==> src/hdl/scdb_pkg.sv <==
// scdb_pkg: shared types and constants for the scsi cdb command decoder
// used by scdb_ctrl, scdb_datapath and scsi_cdb_command_decoder
`timescale 1ns / 1ps

package scdb_pkg;

  localparam int STORE_DEPTH = 16;
  localparam int STORE_AW    = $clog2(STORE_DEPTH);
  localparam int IDX_W       = $clog2(STORE_DEPTH + 1);

  localparam logic [31:0] TOTAL_BLOCKS_RST = 32'd65536;
  localparam logic [31:0] CAP_RESERVED     = 32'd256;
  localparam logic [31:0] SHORT_LEN_ZERO   = 32'd256;

  // opcodes
  localparam logic [7:0] OP_TEST_READY = 8'h00;
  localparam logic [7:0] OP_READ6      = 8'h08;
  localparam logic [7:0] OP_WRITE6     = 8'h0A;
  localparam logic [7:0] OP_INQUIRY    = 8'h12;
  localparam logic [7:0] OP_MODE_SENSE = 8'h1A;
  localparam logic [7:0] OP_READ_CAP   = 8'h25;
  localparam logic [7:0] OP_READ10     = 8'h28;
  localparam logic [7:0] OP_WRITE10    = 8'h2A;
  localparam logic [7:0] OP_VERIFY     = 8'h2F;
  localparam logic [7:0] OP_READ16     = 8'h88;
  localparam logic [7:0] OP_WRITE16    = 8'h8A;
  localparam logic [7:0] OP_REPORT_LUN = 8'hA0;
  localparam logic [7:0] OP_READ12     = 8'hA8;
  localparam logic [7:0] OP_WRITE12    = 8'hAA;

  // mode sense
  localparam logic [1:0] PC_CHANGEABLE = 2'd1;
  localparam logic [5:0] PAGE_ALL      = 6'h3F;
  localparam logic [5:0] PAGE_FORMAT   = 6'h03;
  localparam logic [5:0] PAGE_DISCON   = 6'h02;
  localparam logic [7:0] MODE_HDR_LEN  = 8'd4;
  localparam logic [7:0] MODE_BD_LEN   = 8'd8;
  localparam logic [7:0] MODE_FMT_LEN  = 8'd24;
  localparam logic [7:0] MODE_DISC_LEN = 8'd16;

  typedef enum logic [1:0] {
    ST_OK      = 2'd0,
    ST_TIMEOUT = 2'd1,
    ST_INVALID = 2'd2
  } status_e;

  typedef enum logic [2:0] {
    CL_NONE     = 3'd0,
    CL_READ     = 3'd1,
    CL_WRITE    = 3'd2,
    CL_CAPACITY = 3'd3,
    CL_INQUIRY  = 3'd4,
    CL_MODE     = 3'd5,
    CL_NOP      = 3'd6
  } class_e;

  typedef enum logic [1:0] {
    FK_EXEC   = 2'd0,
    FK_MGMT   = 2'd1,
    FK_REJECT = 2'd2
  } func_e;

  typedef enum logic [1:0] {
    MUL_LO  = 2'd0,
    MUL_HI  = 2'd1,
    MUL_CNT = 2'd2
  } mul_sel_e;

  typedef struct packed {
    logic     store_wr;
    logic     capture;
    logic     mul_en;
    mul_sel_e mul_sel;
    logic     load_out;
  } scdb_cmd_t;

endpackage

==> src/hdl/scsi_cdb_command_decoder.sv <==
// scsi_cdb_command_decoder: top level of the scsi cdb command decoder
// depends on scdb_pkg, scdb_ctrl and scdb_datapath
//
//   channel  direction  handshake              payload
//   in       to block   in_valid_i/in_stall_o  cdb_byte, last_byte, lun, target_id,
//                                              path_id, prior_status, function_kind
//   out      from block out_valid_o/out_stall_i status .. mode_length
//   cfg      to block   cfg_valid_i/cfg_ready_o cfg_total_blocks_i
//
// a byte without the last mark is taken one item per cycle while the input is not stalled
// a last byte stalls the input while the block-size multiplier forms the offset halves
// and the length in turn, then the result moves to the output register
// a pending result does not block new bytes; a second result waits in the push step
// reset clears the byte store and counter at once and loads total_blocks with 65536
`timescale 1ns / 1ps

module scsi_cdb_command_decoder import scdb_pkg::*; #(
  parameter int CDB_BYTES   = 16,
  parameter int BLOCK_BYTES = 512
) (
  input  logic        clk_i,
  input  logic        rst_ni,
  input  logic        in_valid_i,
  output logic        in_stall_o,
  input  logic [7:0]  cdb_byte_i,
  input  logic        last_byte_i,
  input  logic [7:0]  lun_i,
  input  logic [7:0]  target_id_i,
  input  logic [7:0]  path_id_i,
  input  logic [7:0]  prior_status_i,
  input  logic [1:0]  function_kind_i,
  output logic        out_valid_o,
  input  logic        out_stall_i,
  output logic [1:0]  status_o,
  output logic [2:0]  command_class_o,
  output logic [63:0] start_block_o,
  output logic [31:0] block_count_o,
  output logic [63:0] byte_offset_o,
  output logic [40:0] byte_length_o,
  output logic [31:0] capacity_last_block_o,
  output logic [5:0]  mode_length_o,
  input  logic        cfg_valid_i,
  output logic        cfg_ready_o,
  input  logic [31:0] cfg_total_blocks_i
);

  scdb_cmd_t cmd;

  assign cfg_ready_o = 1'b1;

  scdb_ctrl u_ctrl (
    .clk_i       (clk_i),
    .rst_ni      (rst_ni),
    .in_valid_i  (in_valid_i),
    .last_byte_i (last_byte_i),
    .out_stall_i (out_stall_i),
    .in_stall_o  (in_stall_o),
    .out_valid_o (out_valid_o),
    .cmd_o       (cmd)
  );

  scdb_datapath #(
    .CDB_BYTES   (CDB_BYTES),
    .BLOCK_BYTES (BLOCK_BYTES)
  ) u_datapath (
    .clk_i                 (clk_i),
    .rst_ni                (rst_ni),
    .cmd_i                 (cmd),
    .cfg_valid_i           (cfg_valid_i),
    .cfg_total_blocks_i    (cfg_total_blocks_i),
    .cdb_byte_i            (cdb_byte_i),
    .lun_i                 (lun_i),
    .target_id_i           (target_id_i),
    .path_id_i             (path_id_i),
    .prior_status_i        (prior_status_i),
    .function_kind_i       (function_kind_i),
    .status_o              (status_o),
    .command_class_o       (command_class_o),
    .start_block_o         (start_block_o),
    .block_count_o         (block_count_o),
    .byte_offset_o         (byte_offset_o),
    .byte_length_o         (byte_length_o),
    .capacity_last_block_o (capacity_last_block_o),
    .mode_length_o         (mode_length_o)
  );

  // a last byte always holds off the next item
  a_capture_stalls: assert property (@(posedge clk_i) disable iff (!rst_ni)
    cmd.capture |=> in_stall_o)
    else $error("input not stalled after last byte");

  // results are only loaded while a command is in flight
  a_load_busy: assert property (@(posedge clk_i) disable iff (!rst_ni)
    cmd.load_out |-> in_stall_o)
    else $error("result loaded with no command in flight");

  a_load_valid: assert property (@(posedge clk_i) disable iff (!rst_ni)
    cmd.load_out |=> out_valid_o && !in_stall_o)
    else $error("loaded result not presented");

  a_mul_busy: assert property (@(posedge clk_i) disable iff (!rst_ni)
    cmd.mul_en |-> in_stall_o && !cmd.store_wr)
    else $error("multiply step while input open");

endmodule

==> src/hdl/scdb_ctrl.sv <==
// scdb_ctrl: sequencer for byte collection, geometry multiplies and result handoff
// depends on scdb_pkg
`timescale 1ns / 1ps

module scdb_ctrl import scdb_pkg::*; (
  input  logic      clk_i,
  input  logic      rst_ni,
  input  logic      in_valid_i,
  input  logic      last_byte_i,
  input  logic      out_stall_i,
  output logic      in_stall_o,
  output logic      out_valid_o,
  output scdb_cmd_t cmd_o
);

  typedef enum logic [2:0] {
    S_IDLE,
    S_MUL_LO,
    S_MUL_HI,
    S_MUL_CNT,
    S_PUSH
  } state_e;

  state_e state_q;
  logic   stall_q;
  logic   out_valid_q;

  always_comb begin
    cmd_o          = '0;
    cmd_o.mul_sel  = MUL_LO;
    cmd_o.store_wr = in_valid_i && !stall_q;
    cmd_o.capture  = in_valid_i && !stall_q && last_byte_i;
    case (state_q)
      S_MUL_LO: begin
        cmd_o.mul_en  = 1'b1;
        cmd_o.mul_sel = MUL_LO;
      end
      S_MUL_HI: begin
        cmd_o.mul_en  = 1'b1;
        cmd_o.mul_sel = MUL_HI;
      end
      S_MUL_CNT: begin
        cmd_o.mul_en  = 1'b1;
        cmd_o.mul_sel = MUL_CNT;
      end
      S_PUSH: begin
        // output register free or being emptied this cycle
        cmd_o.load_out = !out_valid_q || !out_stall_i;
      end
      default: begin
        cmd_o.mul_en = 1'b0;
      end
    endcase
  end

  always_ff @(posedge clk_i or negedge rst_ni) begin
    if (!rst_ni) begin
      state_q     <= S_IDLE;
      stall_q     <= 1'b0;
      out_valid_q <= 1'b0;
    end else begin
      if (cmd_o.load_out) begin
        out_valid_q <= 1'b1;
      end else if (!out_stall_i) begin
        out_valid_q <= 1'b0;
      end
      case (state_q)
        S_IDLE: begin
          if (cmd_o.capture) begin
            state_q <= S_MUL_LO;
            stall_q <= 1'b1;
          end
        end
        S_MUL_LO:  state_q <= S_MUL_HI;
        S_MUL_HI:  state_q <= S_MUL_CNT;
        S_MUL_CNT: state_q <= S_PUSH;
        S_PUSH: begin
          if (cmd_o.load_out) begin
            state_q <= S_IDLE;
            stall_q <= 1'b0;
          end
        end
        default: begin
          state_q <= S_IDLE;
          stall_q <= 1'b0;
        end
      endcase
    end
  end

  assign in_stall_o  = stall_q;
  assign out_valid_o = out_valid_q;

endmodule

==> src/hdl/scdb_datapath.sv <==
// scdb_datapath: byte store, cdb decode, shared block-size multiplier, result registers
// depends on scdb_pkg; driven by scdb_ctrl commands
`timescale 1ns / 1ps

module scdb_datapath import scdb_pkg::*; #(
  parameter int CDB_BYTES   = 16,
  parameter int BLOCK_BYTES = 512
) (
  input  logic        clk_i,
  input  logic        rst_ni,
  input  scdb_cmd_t   cmd_i,
  input  logic        cfg_valid_i,
  input  logic [31:0] cfg_total_blocks_i,
  input  logic [7:0]  cdb_byte_i,
  input  logic [7:0]  lun_i,
  input  logic [7:0]  target_id_i,
  input  logic [7:0]  path_id_i,
  input  logic [7:0]  prior_status_i,
  input  logic [1:0]  function_kind_i,
  output logic [1:0]  status_o,
  output logic [2:0]  command_class_o,
  output logic [63:0] start_block_o,
  output logic [31:0] block_count_o,
  output logic [63:0] byte_offset_o,
  output logic [40:0] byte_length_o,
  output logic [31:0] capacity_last_block_o,
  output logic [5:0]  mode_length_o
);

  localparam int BW = $clog2(BLOCK_BYTES + 1);
  localparam logic [BW-1:0]    BLK    = BW'(BLOCK_BYTES);
  localparam logic [IDX_W-1:0] CDB_N  = IDX_W'(CDB_BYTES);

  logic [7:0]       store_q [STORE_DEPTH];
  logic [IDX_W-1:0] idx_q;
  logic [31:0]      total_q;
  logic             wr_ok;
  logic [7:0]       view [STORE_DEPTH];

  // decoded command
  status_e     dec_st;
  class_e      dec_cls;
  logic [63:0] dec_start;
  logic [31:0] dec_count;
  logic [31:0] dec_cap;
  logic [5:0]  dec_mlen;
  logic [7:0]  ml;
  logic [7:0]  alloc;

  // held command while the multiplies run
  status_e     st_q;
  class_e      cls_q;
  logic [63:0] start_q;
  logic [31:0] count_q;
  logic [31:0] cap_q;
  logic [5:0]  mlen_q;
  logic [63:0] off_q;
  logic [40:0] len_q;

  // result register
  logic [1:0]  res_status_q;
  logic [2:0]  res_class_q;
  logic [63:0] res_start_q;
  logic [31:0] res_count_q;
  logic [63:0] res_offset_q;
  logic [40:0] res_length_q;
  logic [31:0] res_cap_q;
  logic [5:0]  res_mlen_q;

  logic [31:0]      mul_a;
  logic [32+BW-1:0] prod;

  assign wr_ok = cmd_i.store_wr && (idx_q < CDB_N);

  // store contents with the byte of this cycle merged in
  always_comb begin
    for (int i = 0; i < STORE_DEPTH; i++) begin
      view[i] = store_q[i];
      if (wr_ok && (idx_q[STORE_AW-1:0] == STORE_AW'(i))) begin
        view[i] = cdb_byte_i;
      end
    end
  end

  always_comb begin
    alloc = view[4];
    ml    = MODE_HDR_LEN;
    if (view[2][7:6] == PC_CHANGEABLE) begin
      ml = '0;
    end else begin
      if (!view[1][3] && (alloc >= ml + MODE_BD_LEN)) begin
        ml = ml + MODE_BD_LEN;
      end
      if ((alloc >= ml + MODE_FMT_LEN) &&
          ((view[2][5:0] == PAGE_ALL) || (view[2][5:0] == PAGE_FORMAT))) begin
        ml = ml + MODE_FMT_LEN;
      end
      if ((alloc >= ml + MODE_DISC_LEN) &&
          ((view[2][5:0] == PAGE_ALL) || (view[2][5:0] == PAGE_DISCON))) begin
        ml = ml + MODE_DISC_LEN;
      end
    end
  end

  always_comb begin
    dec_st    = ST_OK;
    dec_cls   = CL_NONE;
    dec_start = '0;
    dec_count = '0;
    dec_cap   = '0;
    dec_mlen  = '0;
    if ((lun_i != '0) || (target_id_i != '0) || (path_id_i != '0) ||
        (prior_status_i != '0)) begin
      dec_st = ST_TIMEOUT;
    end else if (function_kind_i == FK_REJECT) begin
      dec_st = ST_INVALID;
    end else if (function_kind_i == FK_EXEC) begin
      case (view[0])
        OP_READ6, OP_WRITE6: begin
          dec_cls   = (view[0] == OP_READ6) ? CL_READ : CL_WRITE;
          dec_start = {43'd0, view[1][4:0], view[2], view[3]};
          dec_count = (view[4] == '0) ? SHORT_LEN_ZERO : {24'd0, view[4]};
        end
        OP_READ10, OP_WRITE10: begin
          dec_cls   = (view[0] == OP_READ10) ? CL_READ : CL_WRITE;
          dec_start = {32'd0, view[2], view[3], view[4], view[5]};
          dec_count = {16'd0, view[7], view[8]};
        end
        OP_READ12, OP_WRITE12: begin
          dec_cls   = (view[0] == OP_READ12) ? CL_READ : CL_WRITE;
          dec_start = {32'd0, view[2], view[3], view[4], view[5]};
          dec_count = {view[6], view[7], view[8], view[9]};
        end
        OP_READ16, OP_WRITE16: begin
          dec_cls   = (view[0] == OP_READ16) ? CL_READ : CL_WRITE;
          dec_start = {view[2], view[3], view[4], view[5],
                       view[6], view[7], view[8], view[9]};
          dec_count = {view[10], view[11], view[12], view[13]};
        end
        OP_READ_CAP: begin
          dec_cls = CL_CAPACITY;
          dec_cap = total_q - CAP_RESERVED;
        end
        OP_INQUIRY: begin
          dec_cls = CL_INQUIRY;
        end
        OP_MODE_SENSE: begin
          dec_cls  = CL_MODE;
          dec_mlen = ml[5:0];
        end
        OP_TEST_READY, OP_VERIFY, OP_REPORT_LUN: begin
          dec_cls = CL_NOP;
        end
        default: begin
          dec_cls = CL_NONE;
        end
      endcase
    end
  end

  always_ff @(posedge clk_i or negedge rst_ni) begin
    if (!rst_ni) begin
      idx_q   <= '0;
      total_q <= TOTAL_BLOCKS_RST;
      for (int i = 0; i < STORE_DEPTH; i++) begin
        store_q[i] <= '0;
      end
    end else begin
      if (cfg_valid_i) begin
        total_q <= cfg_total_blocks_i;
      end
      if (cmd_i.capture) begin
        idx_q <= '0;
        for (int i = 0; i < STORE_DEPTH; i++) begin
          store_q[i] <= '0;
        end
      end else if (wr_ok) begin
        store_q[idx_q[STORE_AW-1:0]] <= cdb_byte_i;
        idx_q                        <= idx_q + 1'b1;
      end
    end
  end

  // one 32 x block-size multiply per cycle: offset low half, offset high half, length
  always_comb begin
    case (cmd_i.mul_sel)
      MUL_LO:  mul_a = start_q[31:0];
      MUL_HI:  mul_a = start_q[63:32];
      MUL_CNT: mul_a = count_q;
      default: mul_a = '0;
    endcase
  end

  assign prod = mul_a * BLK;

  always_ff @(posedge clk_i) begin
    if (cmd_i.capture) begin
      st_q    <= dec_st;
      cls_q   <= dec_cls;
      start_q <= dec_start;
      count_q <= dec_count;
      cap_q   <= dec_cap;
      mlen_q  <= dec_mlen;
    end
    if (cmd_i.mul_en) begin
      case (cmd_i.mul_sel)
        MUL_LO:  off_q <= 64'(prod);
        MUL_HI:  off_q <= off_q + {prod[31:0], 32'd0};
        MUL_CNT: len_q <= prod[40:0];
        default: off_q <= off_q;
      endcase
    end
    if (cmd_i.load_out) begin
      res_status_q <= st_q;
      res_class_q  <= cls_q;
      res_start_q  <= start_q;
      res_count_q  <= count_q;
      res_offset_q <= off_q;
      res_length_q <= len_q;
      res_cap_q    <= cap_q;
      res_mlen_q   <= mlen_q;
    end
  end

  assign status_o              = res_status_q;
  assign command_class_o       = res_class_q;
  assign start_block_o         = res_start_q;
  assign block_count_o         = res_count_q;
  assign byte_offset_o         = res_offset_q;
  assign byte_length_o         = res_length_q;
  assign capacity_last_block_o = res_cap_q;
  assign mode_length_o         = res_mlen_q;

endmodule
==> config.mk <==
export PLATFORM = sky130hd
export DESIGN_NAME = scsi_cdb_command_decoder
export DESIGN_NICKNAME = d
export VERILOG_FILES = /design/src/hdl/scdb_pkg.sv /design/src/hdl/scsi_cdb_command_decoder.sv /design/src/hdl/scdb_ctrl.sv /design/src/hdl/scdb_datapath.sv
export SDC_FILE = /design/constraint.sdc
export NUM_CORES = 1
export LEC_CHECK = 0
export ABC_AREA = 1
export BUFFER_PORTS_ARGS = -buffer_cell sky130_fd_sc_hd__buf_2
export CORE_ASPECT_RATIO = 0.75
export CORE_MARGIN = 8
export CORE_UTILIZATION = 52
export CTS_CLUSTER_DIAMETER = 50
export DETAILED_ROUTE_END_ITERATION = 10
export PLACE_DENSITY = 0.84
export SLEW_MARGIN = 20
export SYNTH_ARGS = -nofsm -noshare
export SYNTH_HDL_FRONTEND = slang
export SYNTH_HIERARCHICAL = 1
export SYNTH_SLANG_ARGS = --single-unit
export TNS_END_PERCENT = 1
==> constraint.sdc <==
create_clock -name clk_i -period 10.1 [get_ports clk_i]
set_input_delay 0 -clock clk_i [delete_from_list [all_inputs] [get_ports clk_i]]
set_output_delay 0 -clock clk_i [all_outputs]
set_load 0.02 [all_outputs]
==> impl_metrics.env <==
export IMPL_wl_per_cell_um=21.1
export IMPL_crit_end="u_datapath/mlen_q[5]"
export IMPL_finalSetupViolCount=0
export IMPL_reg2reg_slack_ns=4.23
export IMPL_cts_tree="built"
export IMPL_crit_type="reg2reg"
export IMPL_io_pins=327
export IMPL_endpoint_kind="flip-flop"
export IMPL_ant_nets=0
export IMPL_wirelength_mm=71.8
export IMPL_drtPass1Iterations=6
export IMPL_grt_pass1_wl_mm=109
export IMPL_die_area_sq_um=56400
export IMPL_finClkSkew_ns=0.0217
export IMPL_cts_max_path_buffers=3
export IMPL_port_buffers=305
export IMPL_switching_share_pct=36.7
export IMPL_start_util_pct=52.4
export IMPL_p_int_mw=5.28
export IMPL_clock_fmax_mhz=170
export IMPL_p_comb_share_pct=31.1
export IMPL_pwr_share_clk_pct=26.5
export IMPL_dpl_hpwl_mm=48.7
export IMPL_synth_compound_area_share_pct=6.57
export IMPL_remaining_drc_errors=0
export IMPL_first_iter_violations=2427
export IMPL_grt_overflow=0
export IMPL_worst_slew_pin_slew_ns=1.13
export IMPL_p_per_area_nw_per_um2=278
export IMPL_syn_area_sq_um=25500
export IMPL_cts_sinks=599
export IMPL_yosys_area_share_simple_pct=17.1
export IMPL_fp_dieW_um=272
export IMPL_cts_root_buf="clkbuf_16"
export IMPL_syn_inst=2353
export IMPL_synth_edff_count=448
export IMPL_crit_top_cell="nand2_1"
export IMPL_fin_nets=2817
export IMPL_ir_drop_mv=0.209
export IMPL_rows=70
export IMPL_cts_repair_resized=0
export IMPL_cp_max_fo=16
export IMPL_ys_ff_latch=599
export IMPL_synth_distinct_cells=53
export IMPL_routabilityCongestion=0.948
export IMPL_synth_seq_area_share_pct=67.6
export IMPL_hp_class="in2async"
export IMPL_arrival_ns=6.22
export IMPL_layout_commonest_cell="nand2_1"
export IMPL_startpoint="u_ctrl/in_stall_o"
export IMPL_core_area_sq_um=48600
export IMPL_cellLeakagePower_nw=12.8
export IMPL_htree_levels=2
export IMPL_syn_area_per_cell_sq_um=10.8
export IMPL_finalHoldViolCount=0
export IMPL_crit_slowest_cell="nor2_1"
export IMPL_r2r_end="u_datapath/mlen_q[5]"
export IMPL_hold_ws_ns=0.0305
export IMPL_period_needed_ns=5.87
export IMPL_grt_pass1_vias=18672
export IMPL_synth_adder_area_share_pct=1.80
export IMPL_rsz0062_at_grt="false"
export IMPL_grt_usage_pct=24.6
export IMPL_grt_max_degree=138
export IMPL_antenna_found_initial=2
export IMPL_finalSetupTns_ns=0
export IMPL_start_kind="flip-flop"
export IMPL_period_share_pct=58.1
export IMPL_path_clk_slew_ns=0.07
export IMPL_drive_above_1_share_pct=17.3
export IMPL_drv_slew=0
export IMPL_reg2regPathDepth=27
export IMPL_die_y_um=208
export IMPL_async_reset_ff_share_pct=25.2
export IMPL_outcome="finished clean"
export IMPL_critical_path_max_stage_delay_ns=0.78
export IMPL_synth_ff_type="edfxtp_1"
export IMPL_area_growth_pct=17.8
export IMPL_required_ns=10.45
export IMPL_cts_made_buffers=56
export IMPL_synth_top_family_by_area="simple AND/OR/NAND/NOR gates"
export IMPL_avgViaCountPerCell=5.62
export IMPL_yosys_mux_area_fraction_pct=0.221
export IMPL_synth_xor_area_share_pct=0.481
export IMPL_clk_latency_ns=0.61
export IMPL_cap_viol_max_count=0
export IMPL_switchingPower_mw=3.06
export IMPL_reg2reg_from="u_ctrl/in_stall_o"
export IMPL_slew_headroom_pct=24.6
export IMPL_vias=19093
export IMPL_mostFrequentLayoutCells="nand2_1, edfxtp_1, buf_2"
export IMPL_yosysWarningCount=6
export IMPL_power_frac_seq_pct=42.4
## layer usage
layer / global-route usage, % / share of wire (%) / up-vias
li1: - / - / 8497
met1: 32.6 / 38 / 9161
met2: 40.2 / 47 / 1266
met3: 5.23 / 11 / 167
met4: 8.62 / 3.5 / 2
met5: 0 / 0.015 / -
## layout make-up
cell class	instances	area, sq um
Antenna cell	1	2.50
Clock buffer	69	1470
Clock inverter	36	449
Fill cell	3635	18600
Inverter	269	1020
Multi-Input combinational cell	1401	6830
Sequential cell	599	17200
Tap cell	648	811
Timing Repair Buffer	374	2190
## metrics by stage
step                      power [mW]  cell area (sq um)  utilization, %  std cells  setup WS, ns
final                           8.34              30000            61.7       3397          4.23
after CTS                       8.30              30000            61.6       3395          4.34
after detailed placement        6.07              27500            56.6       3239          4.39
after global routing            8.74              30000            61.7       3397          3.76
after floorplan                 5.29              25600               -       2372          3.19
after global placement          5.97              27500            56.6       3239          4.49
## cells by family (layout without fill, tap and decap cells)
| kind of cell | after synthesis | count (layout) |
|---|---|---|
| compound gates | 300 | 300 |
| xor+xnor | 14 | 14 |
| fa+ha+maj | 36 | 36 |
| buf+inv | 372 | 748 |
| flops | 599 | 599 |
| mux | 5 | 5 |
| other cells | 2 | 22 |
| simple gates | 1025 | 1025 |
## cell usage after synthesis, drive strengths merged, types with 12 or more instances
cell,count,area share (%)
inv,263,3.9
a21oi,82,1.7
nor3,17,0.33
nand2,553,8.2
dfrtp,150,15
xor2,13,0.45
o21a,31,0.91
nand4,48,1.2
buf,53,1.5
nor4,12,0.32
ha,35,1.7
edfxtp,448,53
nor2,308,5.2
o21ai,166,3.3
clkbuf,50,0.74
nand3,79,1.6
## sequential cells by signal, summed over array words and instances, names as in the netlist, 55 cells and up
register	flops
u_datapath/off_q	55
u_datapath/start_q	64
u_datapath/start_block_o	64
u_datapath/store_q	109
u_datapath/byte_offset_o	55
## worst max-delay path: cells and delay by family (launching register included)
| kind | cells | cell delay, ns |
|---|---|---|
| AND/OR/NAND/NOR | 16 | 2.63 |
| AO/OA/AOI/OAI | 3 | 1.11 |
| buffers and inverters | 5 | 0.61 |
| adder cells (fa/ha/maj) | 3 | 0.85 |
| flip-flops | 1 | 0.40 |
## worst min path at each step
stage | startpoint | to | slack (ns)
2_1_floorplan | rst_ni | u_ctrl/in_stall_o | -0.30
3_3_place_gp | rst_ni | u_datapath/total_q[18] | 0.11
3_5_place_dp | rst_ni | u_datapath/total_q[19] | 0.12
4_1_cts | rst_ni | u_datapath/store_q[74] | 0.05
5_1_grt | rst_ni | u_datapath/total_q[21] | 0.08
6_report | rst_ni | u_datapath/total_q[21] | 0.03
## what timing repair did
item,CTS,global route
hold endpoints to repair,162,0
endpoints found under the setup margin,0,0
buffers inserted,0,0
hold buffers,51,0
## power by group through the flow
| stage | clock network, mW | registers, mW | logic (mW) |
|---|---|---|---|
| 6_report | 2.21 | 3.53 | 2.59 |
| 3_5_place_dp | 0 | 3.57 | 2.50 |
| 4_1_cts | 2.23 | 3.53 | 2.54 |
| 3_3_place_gp | 0 | 3.54 | 2.42 |
| 2_1_floorplan | 0 | 3.69 | 1.59 |
| 5_1_grt | 2.32 | 3.57 | 2.85 |
(Power assumes the default switching activity.)
